File: config.mk
export PLATFORM = sky130hd
export DESIGN_NAME = linear_probe_slot_allocator_top
export DESIGN_NICKNAME = d
export VERILOG_FILES = /design/src/lpsa_pkg.sv /design/src/lpsa_fifo.sv /design/src/lpsa_front.sv /design/src/lpsa_back.sv /design/src/linear_probe_slot_allocator_top.sv
export SDC_FILE = /design/constraint.sdc
export NUM_CORES = 2
export LEC_CHECK = 0
export BUFFER_PORTS_ARGS = -buffer_cell sky130_fd_sc_hd__buf_4
export CAP_MARGIN = 40
export CORE_MARGIN = 2
export CORE_UTILIZATION = 60
export CTS_BUF_LIST = sky130_fd_sc_hd__clkbuf_2
export DETAILED_ROUTE_END_ITERATION = 7
export PLACE_DENSITY = 0.77
export SYNTH_ARGS = -nofsm -noshare
export SYNTH_HDL_FRONTEND = slang
export SYNTH_SLANG_ARGS = --single-unit
File: constraint.sdc
create_clock -name clk -period 19.5 [get_ports clk]
set_input_delay 2.925 -clock clk [delete_from_list [all_inputs] [get_ports clk]]
set_output_delay 2.925 -clock clk [all_outputs]
set_load 0.005 [all_outputs]
File: src/lpsa_pkg.sv
package lpsa_pkg;

  // fixed field widths
  localparam int KEY_W  = 31;
  localparam int CFG_W  = 11;
  localparam int IDX_W  = 10;

  // used-map row layout: one row of bits per memory word
  localparam int ROW_LG = 5;
  localparam int ROW_W  = 1 << ROW_LG;

  // home-slot divider: key bits consumed per cycle
  localparam int DIG_W  = 4;

  localparam int DEF_MAX_SLOTS = 1024;
  localparam int QUEUE_DEPTH   = 2;

  // configuration
  localparam int                 REG_IDX_W      = 1;
  localparam logic [REG_IDX_W-1:0] REG_TABLE_SIZE = 1'b0;
  localparam logic [CFG_W-1:0]   SIZE_RESET     = 11'd1024;

  typedef struct packed {
    logic [KEY_W-1:0] user_key;
    logic             end_of_batch;
  } lpsa_in_t;

  typedef struct packed {
    logic [IDX_W-1:0] slot_index;
    logic             table_full;
  } lpsa_out_t;

  // classified request handed from front to back
  typedef struct packed {
    logic [CFG_W-1:0] home;
    logic [CFG_W-1:0] size;
    logic             end_of_batch;
  } lpsa_job_t;

endpackage

File: src/lpsa_fifo.sv
module lpsa_fifo
  import lpsa_pkg::*;
#(
  parameter int WIDTH = 1,
  parameter int DEPTH = QUEUE_DEPTH
) (
  input  logic             clk,
  input  logic             rst_n,
  input  logic             push,
  input  logic [WIDTH-1:0] din,
  output logic             full,
  input  logic             pop,
  output logic [WIDTH-1:0] dout,
  output logic             empty
);

  localparam int AW = $clog2(DEPTH);
  localparam int CW = $clog2(DEPTH + 1);

  logic [WIDTH-1:0] mem_r [DEPTH];
  logic [AW-1:0]    wr_ptr_r, rd_ptr_r;
  logic [CW-1:0]    cnt_r;
  logic             do_push, do_pop;

  assign full    = (cnt_r == CW'(DEPTH));
  assign empty   = (cnt_r == '0);
  assign do_push = push && !full;
  assign do_pop  = pop && !empty;
  assign dout    = mem_r[rd_ptr_r];

  always_ff @(posedge clk) begin
    if (do_push) begin
      mem_r[wr_ptr_r] <= din;
    end
  end

  always_ff @(posedge clk) begin
    if (!rst_n) begin
      wr_ptr_r <= '0;
      rd_ptr_r <= '0;
      cnt_r    <= '0;
    end else begin
      if (do_push) begin
        wr_ptr_r <= (wr_ptr_r == AW'(DEPTH - 1)) ? '0 : wr_ptr_r + 1'b1;
      end
      if (do_pop) begin
        rd_ptr_r <= (rd_ptr_r == AW'(DEPTH - 1)) ? '0 : rd_ptr_r + 1'b1;
      end
      if (do_push && !do_pop) begin
        cnt_r <= cnt_r + 1'b1;
      end else if (do_pop && !do_push) begin
        cnt_r <= cnt_r - 1'b1;
      end
    end
  end

endmodule

File: src/lpsa_front.sv
module lpsa_front
  import lpsa_pkg::*;
#(
  parameter int MAX_SLOTS = DEF_MAX_SLOTS
) (
  input  logic             clk,
  input  logic             rst_n,
  input  logic             push,
  input  lpsa_in_t         in_data,
  output logic             full,
  input  logic [CFG_W-1:0] cfg_size,
  output lpsa_job_t        job,
  output logic             job_push,
  input  logic             job_full
);

  localparam int EMAX   = (MAX_SLOTS < (1 << CFG_W) - 1) ? MAX_SLOTS : (1 << CFG_W) - 1;
  localparam int DIGITS = (KEY_W + DIG_W - 1) / DIG_W;
  localparam int PAD_W  = DIGITS * DIG_W;
  localparam int CNT_W  = (DIGITS > 1) ? $clog2(DIGITS) : 1;
  localparam logic [CFG_W-1:0] EMAX_C = CFG_W'(EMAX);

  typedef enum logic [1:0] {
    F_IDLE,
    F_DIV,
    F_PUSH
  } fstate_t;

  fstate_t          state_r;
  logic [PAD_W-1:0] key_r;
  logic [CFG_W-1:0] rem_r, rem_nxt;
  logic [CFG_W-1:0] size_r, eff_size;
  logic             eob_r;
  logic [CNT_W-1:0] cnt_r;

  // zero reads as one, oversize saturates
  always_comb begin
    if (cfg_size == '0) begin
      eff_size = CFG_W'(1);
    end else if (cfg_size > EMAX_C) begin
      eff_size = EMAX_C;
    end else begin
      eff_size = cfg_size;
    end
  end

  // restoring remainder, DIG_W key bits a cycle
  always_comb begin
    logic [CFG_W:0] t;
    rem_nxt = rem_r;
    for (int k = 0; k < DIG_W; k++) begin
      t = {rem_nxt, key_r[PAD_W-1-k]};
      if (t >= {1'b0, size_r}) begin
        t = t - {1'b0, size_r};
      end
      rem_nxt = t[CFG_W-1:0];
    end
  end

  assign full     = (state_r != F_IDLE);
  assign job_push = (state_r == F_PUSH);
  assign job      = '{home: rem_r, size: size_r, end_of_batch: eob_r};

  always_ff @(posedge clk) begin
    if (!rst_n) begin
      state_r <= F_IDLE;
      cnt_r   <= '0;
    end else begin
      case (state_r)
        F_IDLE: begin
          if (push) begin
            key_r   <= PAD_W'(in_data.user_key);
            eob_r   <= in_data.end_of_batch;
            size_r  <= eff_size;
            rem_r   <= '0;
            cnt_r   <= '0;
            state_r <= F_DIV;
          end
        end
        F_DIV: begin
          key_r <= key_r << DIG_W;
          rem_r <= rem_nxt;
          cnt_r <= cnt_r + 1'b1;
          if (cnt_r == CNT_W'(DIGITS - 1)) begin
            state_r <= F_PUSH;
          end
        end
        F_PUSH: begin
          if (!job_full) begin
            state_r <= F_IDLE;
          end
        end
        default: state_r <= F_IDLE;
      endcase
    end
  end

endmodule

File: src/lpsa_back.sv
module lpsa_back
  import lpsa_pkg::*;
#(
  parameter int MAX_SLOTS = DEF_MAX_SLOTS
) (
  input  logic      clk,
  input  logic      rst_n,
  input  lpsa_job_t job,
  input  logic      job_empty,
  output logic      job_pop,
  output lpsa_out_t res,
  output logic      res_push,
  input  logic      res_full
);

  localparam int EMAX  = (MAX_SLOTS < (1 << CFG_W) - 1) ? MAX_SLOTS : (1 << CFG_W) - 1;
  localparam int NROWS = (EMAX + ROW_W - 1) / ROW_W;
  localparam int RI_W  = (NROWS > 1) ? $clog2(NROWS) : 1;

  typedef enum logic [1:0] {
    B_IDLE,
    B_READ,
    B_EVAL,
    B_DONE
  } bstate_t;

  bstate_t           state_r;
  logic [ROW_W-1:0]  mem [NROWS];
  logic [ROW_W-1:0]  rdata_r;
  logic [NROWS-1:0]  rv_r;
  logic [RI_W-1:0]   row_r, last_row_r;
  logic [ROW_LG-1:0] lo_r, last_bit_r;
  logic              pass_r, eob_r;
  lpsa_out_t         res_r;

  logic [CFG_W-1:0]  szm1;
  logic [ROW_W-1:0]  row_bits, free_bits, new_row;
  logic [ROW_LG-1:0] idx;
  logic              found, at_end;

  assign szm1     = job.size - 1'b1;
  assign job_pop  = (state_r == B_IDLE) && !job_empty;
  assign res_push = (state_r == B_DONE);
  assign res      = res_r;
  assign at_end   = (row_r == last_row_r);

  // a row never written since the last clear reads as all free
  assign row_bits = rv_r[row_r] ? rdata_r : '0;

  always_comb begin
    for (int i = 0; i < ROW_W; i++) begin
      free_bits[i] = !row_bits[i] && (ROW_LG'(i) >= lo_r) &&
                     (!at_end || (ROW_LG'(i) <= last_bit_r));
    end
  end

  // lowest free bit
  always_comb begin
    found = 1'b0;
    idx   = '0;
    for (int i = ROW_W - 1; i >= 0; i--) begin
      if (free_bits[i]) begin
        found = 1'b1;
        idx   = ROW_LG'(i);
      end
    end
  end

  assign new_row = row_bits | (ROW_W'(1) << idx);

  always_ff @(posedge clk) begin
    if (state_r == B_READ) begin
      rdata_r <= mem[row_r];
    end
    if ((state_r == B_EVAL) && found) begin
      mem[row_r] <= new_row;
    end
  end

  always_ff @(posedge clk) begin
    if (!rst_n) begin
      state_r <= B_IDLE;
      rv_r    <= '0;
    end else begin
      case (state_r)
        B_IDLE: begin
          if (!job_empty) begin
            row_r      <= RI_W'(job.home >> ROW_LG);
            lo_r       <= job.home[ROW_LG-1:0];
            last_row_r <= RI_W'(szm1 >> ROW_LG);
            last_bit_r <= szm1[ROW_LG-1:0];
            pass_r     <= 1'b0;
            eob_r      <= job.end_of_batch;
            state_r    <= B_READ;
          end
        end
        B_READ: begin
          state_r <= B_EVAL;
        end
        B_EVAL: begin
          if (found) begin
            rv_r[row_r]      <= 1'b1;
            res_r.slot_index <= IDX_W'({row_r, idx});
            res_r.table_full <= 1'b0;
            state_r          <= B_DONE;
          end else if (at_end && pass_r) begin
            res_r.slot_index <= '0;
            res_r.table_full <= 1'b1;
            state_r          <= B_DONE;
          end else begin
            row_r   <= at_end ? '0 : row_r + 1'b1;
            pass_r  <= pass_r || at_end;
            lo_r    <= '0;
            state_r <= B_READ;
          end
        end
        B_DONE: begin
          if (!res_full) begin
            if (eob_r) begin
              rv_r <= '0;
            end
            state_r <= B_IDLE;
          end
        end
        default: state_r <= B_IDLE;
      endcase
    end
  end

endmodule

File: src/linear_probe_slot_allocator_top.sv
// Path: the front registers a request and works out its home slot, the job queue passes it on,
//   and the back reads and evaluates one 32-slot row at a time before its result is queued.
// Throughput: the front takes no new request until it has handed off the last (home-slot divider
//   at 4 key bits a cycle); a long probe walk makes the back the limit.
// Reset (rst_n, synchronous, active low): all slots free, table_size = 1024, queues empty.
// End of batch clears the used map by resetting the per-row valid bits; no clearing pass.
module linear_probe_slot_allocator_top
  import lpsa_pkg::*;
#(
  parameter int MAX_SLOTS = DEF_MAX_SLOTS
) (
  input  logic        clk,
  input  logic        rst_n,
  // request side
  input  logic        push,
  input  lpsa_in_t    in_data,
  output logic        full,
  // result side
  output logic        empty,
  input  logic        pop,
  output lpsa_out_t   out_data,
  // configuration
  input  logic        psel,
  input  logic        penable,
  input  logic        pwrite,
  input  logic [2:0]  paddr,
  input  logic [31:0] pwdata,
  output logic [31:0] prdata,
  output logic        pready
);

  localparam int JOB_W = $bits(lpsa_job_t);
  localparam int RES_W = $bits(lpsa_out_t);

  logic [CFG_W-1:0] table_size_r;
  logic             cfg_wr;

  lpsa_job_t        job_in, job_out;
  logic [JOB_W-1:0] job_q_dout;
  logic             job_push, job_full, job_pop, job_empty;

  lpsa_out_t        res_in;
  logic [RES_W-1:0] res_q_dout;
  logic             res_push, res_full;

  // --- configuration register ---
  // register index is paddr[2]; writes to the unused word are dropped
  assign pready = 1'b1;
  assign cfg_wr = psel && penable && pwrite && (paddr[2:2] == REG_TABLE_SIZE);
  assign prdata = (paddr[2:2] == REG_TABLE_SIZE) ? 32'(table_size_r) : '0;

  always_ff @(posedge clk) begin
    if (!rst_n) begin
      table_size_r <= SIZE_RESET;
    end else if (cfg_wr) begin
      table_size_r <= pwdata[CFG_W-1:0];
    end
  end

  // --- front: accept request, clamp size, work out home slot ---
  lpsa_front #(
    .MAX_SLOTS (MAX_SLOTS)
  ) u_front (
    .clk      (clk),
    .rst_n    (rst_n),
    .push     (push),
    .in_data  (in_data),
    .full     (full),
    .cfg_size (table_size_r),
    .job      (job_in),
    .job_push (job_push),
    .job_full (job_full)
  );

  // --- short queue between front and back ---
  lpsa_fifo #(
    .WIDTH (JOB_W),
    .DEPTH (QUEUE_DEPTH)
  ) u_job_q (
    .clk   (clk),
    .rst_n (rst_n),
    .push  (job_push),
    .din   (job_in),
    .full  (job_full),
    .pop   (job_pop),
    .dout  (job_q_dout),
    .empty (job_empty)
  );

  assign job_out = lpsa_job_t'(job_q_dout);

  // --- back: probe the used map row by row, mark and report ---
  lpsa_back #(
    .MAX_SLOTS (MAX_SLOTS)
  ) u_back (
    .clk       (clk),
    .rst_n     (rst_n),
    .job       (job_out),
    .job_empty (job_empty),
    .job_pop   (job_pop),
    .res       (res_in),
    .res_push  (res_push),
    .res_full  (res_full)
  );

  // --- result queue: the back runs on while a result waits to be popped ---
  lpsa_fifo #(
    .WIDTH (RES_W),
    .DEPTH (QUEUE_DEPTH)
  ) u_res_q (
    .clk   (clk),
    .rst_n (rst_n),
    .push  (res_push),
    .din   (res_in),
    .full  (res_full),
    .pop   (pop),
    .dout  (res_q_dout),
    .empty (empty)
  );

  assign out_data = lpsa_out_t'(res_q_dout);

endmodule
* Word level (Yosys, flattened, before mapping)
Memory sizes are Yosys's and may differ from the RTL's. A register that Yosys moved wholly into a read port is not among the register bits.
Cells that the tools add are included.
W data, S select, Z words.
** Storage, ports and cells
- Flip-flop bits (word level) :: 146
- Bits in writable memories :: 1092
- Bits of input ports :: 74
- Output and inout bits :: 46
- Logic and storage cells :: 438
- Memories kept :: 3
** Operators by class
- Add/sub/neg operators :: 15
- $lt $le $gt $ge :: 71
- Equality and inequality tests :: 18
- Shift operators :: 1
- Muxes and demuxes :: 127
- Bitwise gates (word level) :: 4
- Reductions and logical operators :: 175
** Memory list
- u_back.mem :: words 32, bits a word 32, read ports 1, clocked after Yosys merged registers in 1, write ports 1, RTL line lpsa_back.sv:28 : logic [ROW_W-1:0] mem [NROWS];
- u_job_q.mem_r :: words 2, bits a word 23, read ports 1, clocked after Yosys merged registers in 1, write ports 1, RTL line lpsa_fifo.sv:20 : logic [WIDTH-1:0] mem_r [DEPTH];
- u_res_q.mem_r :: words 2, bits a word 11, read ports 1, clocked after Yosys merged registers in 1, write ports 1, RTL line lpsa_fifo.sv:20
** Operators by type and width (count)
- $mux W5 :: 39
- $mux W32 :: 5
- $pmux W32 S2 :: 2
- $mux W11 :: 9
- $ge A5 B5 Y1 const A :: 16
- $le A5 B5 Y1 const A :: 16
- $logic_and A1 B1 Y1 :: 79
- $or A32 B32 Y32 :: 2
- $mux W1 :: 51
- $ge A12 B11 Y1 :: 4
- $sub A11 B11 Y11 :: 4
- $logic_not A1 Y1 :: 41
- $ge A4 B5 Y1 const A :: 8
- $le A4 B5 Y1 const A :: 8
- $logic_or A1 B1 Y1 :: 33
- $shl A1 B5 Y32 const A :: 1
- $mux W2 :: 11
- $pmux W11 S2 :: 1
- $ge A3 B5 Y1 const A :: 4
- $le A3 B5 Y1 const A :: 4
- $pmux W5 S2 :: 2
- $reduce_and A3 Y1 :: 5
- $ne A2 B2 Y1 const B :: 7
- $reduce_bool A2 Y1 :: 7
- other kinds (32) :: 52

* Depth between registers and ports, before layout
- Word-level depth :: 41
- Gate-level depth with buffers :: 45
- Mapped depth without buffers :: 41

* Hierarchy
Synthesis repeated with hierarchy kept, for this count alone.
** Unflattened totals
- Cells, all modules :: 3055
- Area, all modules :: 53876.7 um^2
** Modules (own cells, without submodules)
- lpsa_back :: instances 1, cells an instance 2282, area an instance 45317.2 um^2, seq. area each 33382.0 um^2
- lpsa_front :: instances 1, cells an instance 534, area an instance 4944.7 um^2, seq. area each 1751.7 um^2
- lpsa_fifo (u_job_q) :: instances 1, cells an instance 96, area an instance 1884.3 um^2, seq. area each 1481.4 um^2
- lpsa_fifo (u_res_q) :: instances 1, cells an instance 59, area an instance 1023.5 um^2, seq. area each 760.7 um^2
- linear_probe_slot_allocator_top :: instances 1, cells an instance 84, area an instance 706.9 um^2, seq. area each 220.2 um^2

* Worst setup path after synthesis
No wires, ideal clock.
- Path type :: register to register
- From :: register u_front.size_r[0]
- To :: register u_front.rem_r[7], data pin
- Library setup time :: 270 ps
- Data arrival time :: 8695 ps
- Required time :: 19230 ps
- Setup slack :: 10535 ps
- Cell stages (with the launch flop) :: 42
- Buffers on the path :: 4
- Period minus slack after synthesis :: 8965 ps
- Cell sequence :: edfxtp_1 ha_1 inv_1 fa_1 a21oi_1 o2111ai_1 a31oi_2 o21ai_1 nor2_4 mux2_2 ha_1 a21o_1 a211oi_1 nor2_1 o41ai_4 o22ai_1 nor2_1 buf_1 [... 6 more ...] o21ai_0 a211oi_2 and2_1 buf_2 buf_2 o31ai_1 fa_1 a21o_1 a21oi_1 o21ai_0 a21oi_1 o21a_1 o21ai_0 nor2b_1 o31a_1 buf_2 a211o_1 a21oi_1
** Between the ends
- Cells in the longest elaborated chain, start to end :: 9
- Elaborated cells between the ends (all ways) :: 13
- Classes of those cells :: 4 x add/sub; 4 x order compare; 5 x mux
** Ends and longest elaborated chain
- start: declaration :: RTL line lpsa_front.sv:32 : logic [CFG_W-1:0] size_r, eff_size;
- start signal: assignment :: RTL line lpsa_front.sv:74 : size_r <= eff_size;
- $sub A11 B11 Y11 or $ge A12 B11 Y1 (tied branches) :: RTL line lpsa_front.sv:54, lpsa_front.sv:53
- $mux W11 :: RTL line lpsa_front.sv:53 : if (t >= {1'b0, size_r}) begin
- $sub A11 B11 Y11 or $ge A12 B11 Y1 (tied branches) :: RTL line lpsa_front.sv:54, lpsa_front.sv:53
- $mux W11 :: RTL line lpsa_front.sv:53
- $sub A11 B11 Y11 or $ge A12 B11 Y1 (tied branches) :: RTL line lpsa_front.sv:54, lpsa_front.sv:53
- $mux W11 :: RTL line lpsa_front.sv:53
- $sub A11 B11 Y11 or $ge A12 B11 Y1 (tied branches) :: RTL line lpsa_front.sv:54, lpsa_front.sv:53
- $mux W11 (*) :: RTL line lpsa_front.sv:53
- $pmux W11 S2 (*) :: RTL line lpsa_front.sv:69 : case (state_r)
- end signal: assignment :: RTL line lpsa_front.sv:82 : rem_r <= rem_nxt;
- end: declaration :: RTL line lpsa_front.sv:31 : logic [CFG_W-1:0] rem_r, rem_nxt;
Every way passes the cells marked *; elsewhere a longest branch is shown, timed or not.
A chain may end at the register's enable or synchronous reset.

* Final worst setup path
Ends and elaborated chain as after synthesis.

==> out/results.ini <==
[outcome]
status=finished, final reports clean

[power]
leakagePower_nw=19.90
p_per_area_nw_per_um2=153.0
seq_power_share_pct=38.2
vdd.ir_drop.worst_mv=0.3243
total_power_w=0.008981
p_int_w=0.005501
pwr-share-comb_pct=43.2
clockPowerShare_pct=18.6
p_switching_w=0.003480
swShare_pct=38.75

[grt]
grt_pass1_wl_mm=195.1
track_usage_pct=29.41
grt_pass1_vias=31640
gr-total-overflow=0
antenna_found_initial=1
grt_start_max_net_pins=152

[final_layout]
fin_util_pct=66.53
area.growth.synth_to_final_pct=10.09
drive_gt1_share_pct=28.91
register_area_sq_um=37480
fillers=5774
multiInputGateArea_sq_um=15200
nets=3567

[critical_path]
r2r-end=u_front.rem_r[7]
reg2reg_slack_ns=8.35
crit_top_cell=a21oi_1
crit_buf_inv=1
r2r-start=u_front.size_r[0]
worstSetupPathType=flip-flop to flip-flop
critPathLaunch=u_front.size_r[0]
crit_end=u_front.rem_r[7]
crit_cells=37
critPathMaxStageDelay_ns=0.72
critPathRequiredTime_ns=20.60
start_kind=flip-flop
worst_ep_arrival_time_ns=12.26
critPathCaptureType=flip-flop
cp_max_fo=16
cpLargestDelayFamily=compound AO/OA/AOI/OAI gates
cp_slowest_cell=nor2_1
ff2ff_path_depth=37

[logic_synthesis]
synth_common_cells=edfxtp_1, mux4_2, nand2_1
synth_area_sq_um=53330
yosysSeqAreaShare_pct=70.28
synth-main-ff-cell=edfxtp_1
yosys.area.top_type=edfxtp_1
synth_most_common_cell=edfxtp_1
syn_inst=3107
synth_edf_count=1208
ys_top_cells_by_area=edfxtp_1, mux4_2, dfxtp_1
ys_warn_count=0
async_flop_share_pct=0
synth_top_area_share_pct=68.02
ys_types=103
syn_area_per_cell_sq_um=17.16
ys_ff_latch=1268

[routing]
drc=0
post_drt_wl_per_cell_um=27.46
vias=31140
via_per_inst=6.481
drt_first_iter_violations=3451
first_pass_iters=6
final_antenna_net_count=0
finalWirelength_mm=132.0

[timing]
worst_pin_slew_ns=1.049
slew_headroom_pct=30.05
maxSlewViolCount=0
skew_ns=0.2005
tns_ns=0
layout_min_cycle_time_ns=11.15
fmax_mhz=89.67
hold_violations=0
period_share_pct=57.19
rsz0062_at_grt=no
setup_viol=0

[clocking]
clk-insertion-delay-late_ns=1.57
htree_levels=5
holdBufCountCts=0
clkTransAtPathRegs_ns=0.11
cts_sinks=1268
post_cts_buffers=0
cts_buffer_depth=4
cts_tree=yes
cts-buffers-inserted=321
root_buffer=clkbuf_2
cts-resized-gates=0

[placement]
place.gp.congestion=0.9266
hpwl_mm=78.09
io_buffer_count=74

[floorplanning]
die_w_um=302.1
initial_core_util_pct=60.43
rows=109
core_area_sq_um=88240
fp.dieH_um=302.1
dieArea_sq_um=91280
io_pins=120

[worst_hold_path]
hold_class=flip-flop to flip-flop
hold_start=u_front.size_r[6]

[job]
drv_cap=0

-- flip-flops by register name, indices dropped and copies added, names as in the netlist, 2 cells and up, named ones only --
register           cells
u_res_q.mem_r         22
u_front.key_r         32
u_back.state_r         2
u_back.res            11
u_back.last_row_r      5
u_back.last_bit_r      5
u_front.rem_r         11
u_front.cnt_r          3
u_front.size_r        11
u_back.lo_r            5
u_res_q.cnt_r          2
u_job_q.cnt_r          2
u_back.row_r           5
table_size_r          11
u_back.rdata_r        32
u_back.mem          1024
u_back.rv_r           32
u_front.state_r        2
u_job_q.mem_r         42
-- power groups by stage --
stage	registers [W]	clock network (W)	logic, W
6_report	0.00343	0.00167	0.00388
5_1_grt	0.00344	0.00184	0.00423
4_1_cts	0.00343	0.00170	0.00381
3_5_place_dp	0.00350	0	0.00379
3_3_place_gp	0.00350	0	0.00365
2_1_floorplan	0.00345	0	0.00282
-- cells in the final DEF, fill, tap and decap left out, types with 13 or more instances in the layout --
| cell | instances |
|---|---|
| mux4_2 | 258 |
| a21oi_1 | 61 |
| a31oi_1 | 42 |
| a21boi_0 | 19 |
| dfxtp_1 | 60 |
| xor2_1 | 18 |
| a22oi_1 | 109 |
| nand2_1 | 179 |
| ha_1 | 53 |
| and2_1 | 29 |
| o31ai_1 | 13 |
| nor2_4 | 35 |
| mux2i_1 | 59 |
| nor3_1 | 28 |
| buf_4 | 146 |
| and3_1 | 29 |
| a21o_1 | 17 |
| nor2_1 | 111 |
| mux2_2 | 27 |
| or2_2 | 15 |
| nand4_1 | 24 |
| conb_1 | 22 |
| inv_1 | 57 |
| nor2b_1 | 40 |
| a32o_1 | 15 |
| clkinv_1 | 53 |
| xnor2_1 | 27 |
| clkbuf_2 | 452 |
| o21a_1 | 13 |
| edfxtp_1 | 1208 |
| o21ai_0 | 83 |
| nand3_1 | 49 |
| clkinv_2 | 13 |
| buf_8 | 21 |
-- per-layer routing --
| layer | routed length (um) | vias to the layer above | global-route usage, % |
|---|---|---|---|
| met2 | 64850 | 1826 | 47.62 |
| met5 | 0 | - | 0 |
| met1 | 48680 | 15650 | 38.31 |
| met4 | 5908 | 0 | 13.38 |
| li1 | - | 13350 | - |
| met3 | 12520 | 323 | 6.895 |
-- worst min-delay path by stage --
stage,slack [ns],depth (start not counted),to
after CTS,0.43,0,u_job_q.mem_r[0][7]
after floorplan,0.42,0,u_job_q.mem_r[0][0]
final,0.44,0,u_job_q.mem_r[0][7]
after global placement,0.43,0,u_job_q.mem_r[0][0]
after global routing,0.41,0,u_job_q.mem_r[0][5]
after detailed placement,0.44,0,u_res_q.mem_r[1][6]
-- stage by stage --
stage | std cells | instance area (sq um) | hold WS, ns | setup WS [ns]
6_report | 4805 | 58710 | 0.4417 | 8.348
5_1_grt | 4805 | 58710 | 0.4138 | 7.624
4_1_cts | 4796 | 58590 | 0.4343 | 8.434
3_5_place_dp | 4270 | 55910 | 0.4383 | 8.510
3_3_place_gp | 4245 | 55480 | 0.4286 | 8.593
2_1_floorplan | 3127 | 53400 | 0.4215 | 10.53
-- cells by family after synthesis --
group | share of synthesized area, %
AND/OR/NAND/NOR | 5.547
XOR/XNOR | 0.8306
multiplexers | 12.57
other | 0.01408
AO/OA/AOI/OAI | 7.262
adder cells (fa/ha/maj) | 1.394
flip-flops | 70.28
buffers and inverters | 2.102
-- cell type report --
type,instances,area share (%)
diodes,1,0.004262
clock buffers,452,3.853
clock inverters,74,0.7054
inverters,58,0.3708
multi-input cells,1608,25.90
flip-flops and latches,1268,63.83
well taps,1165,2.483
repair buffers,179,2.852
Note: power is estimated with default switching activity, not from simulation.
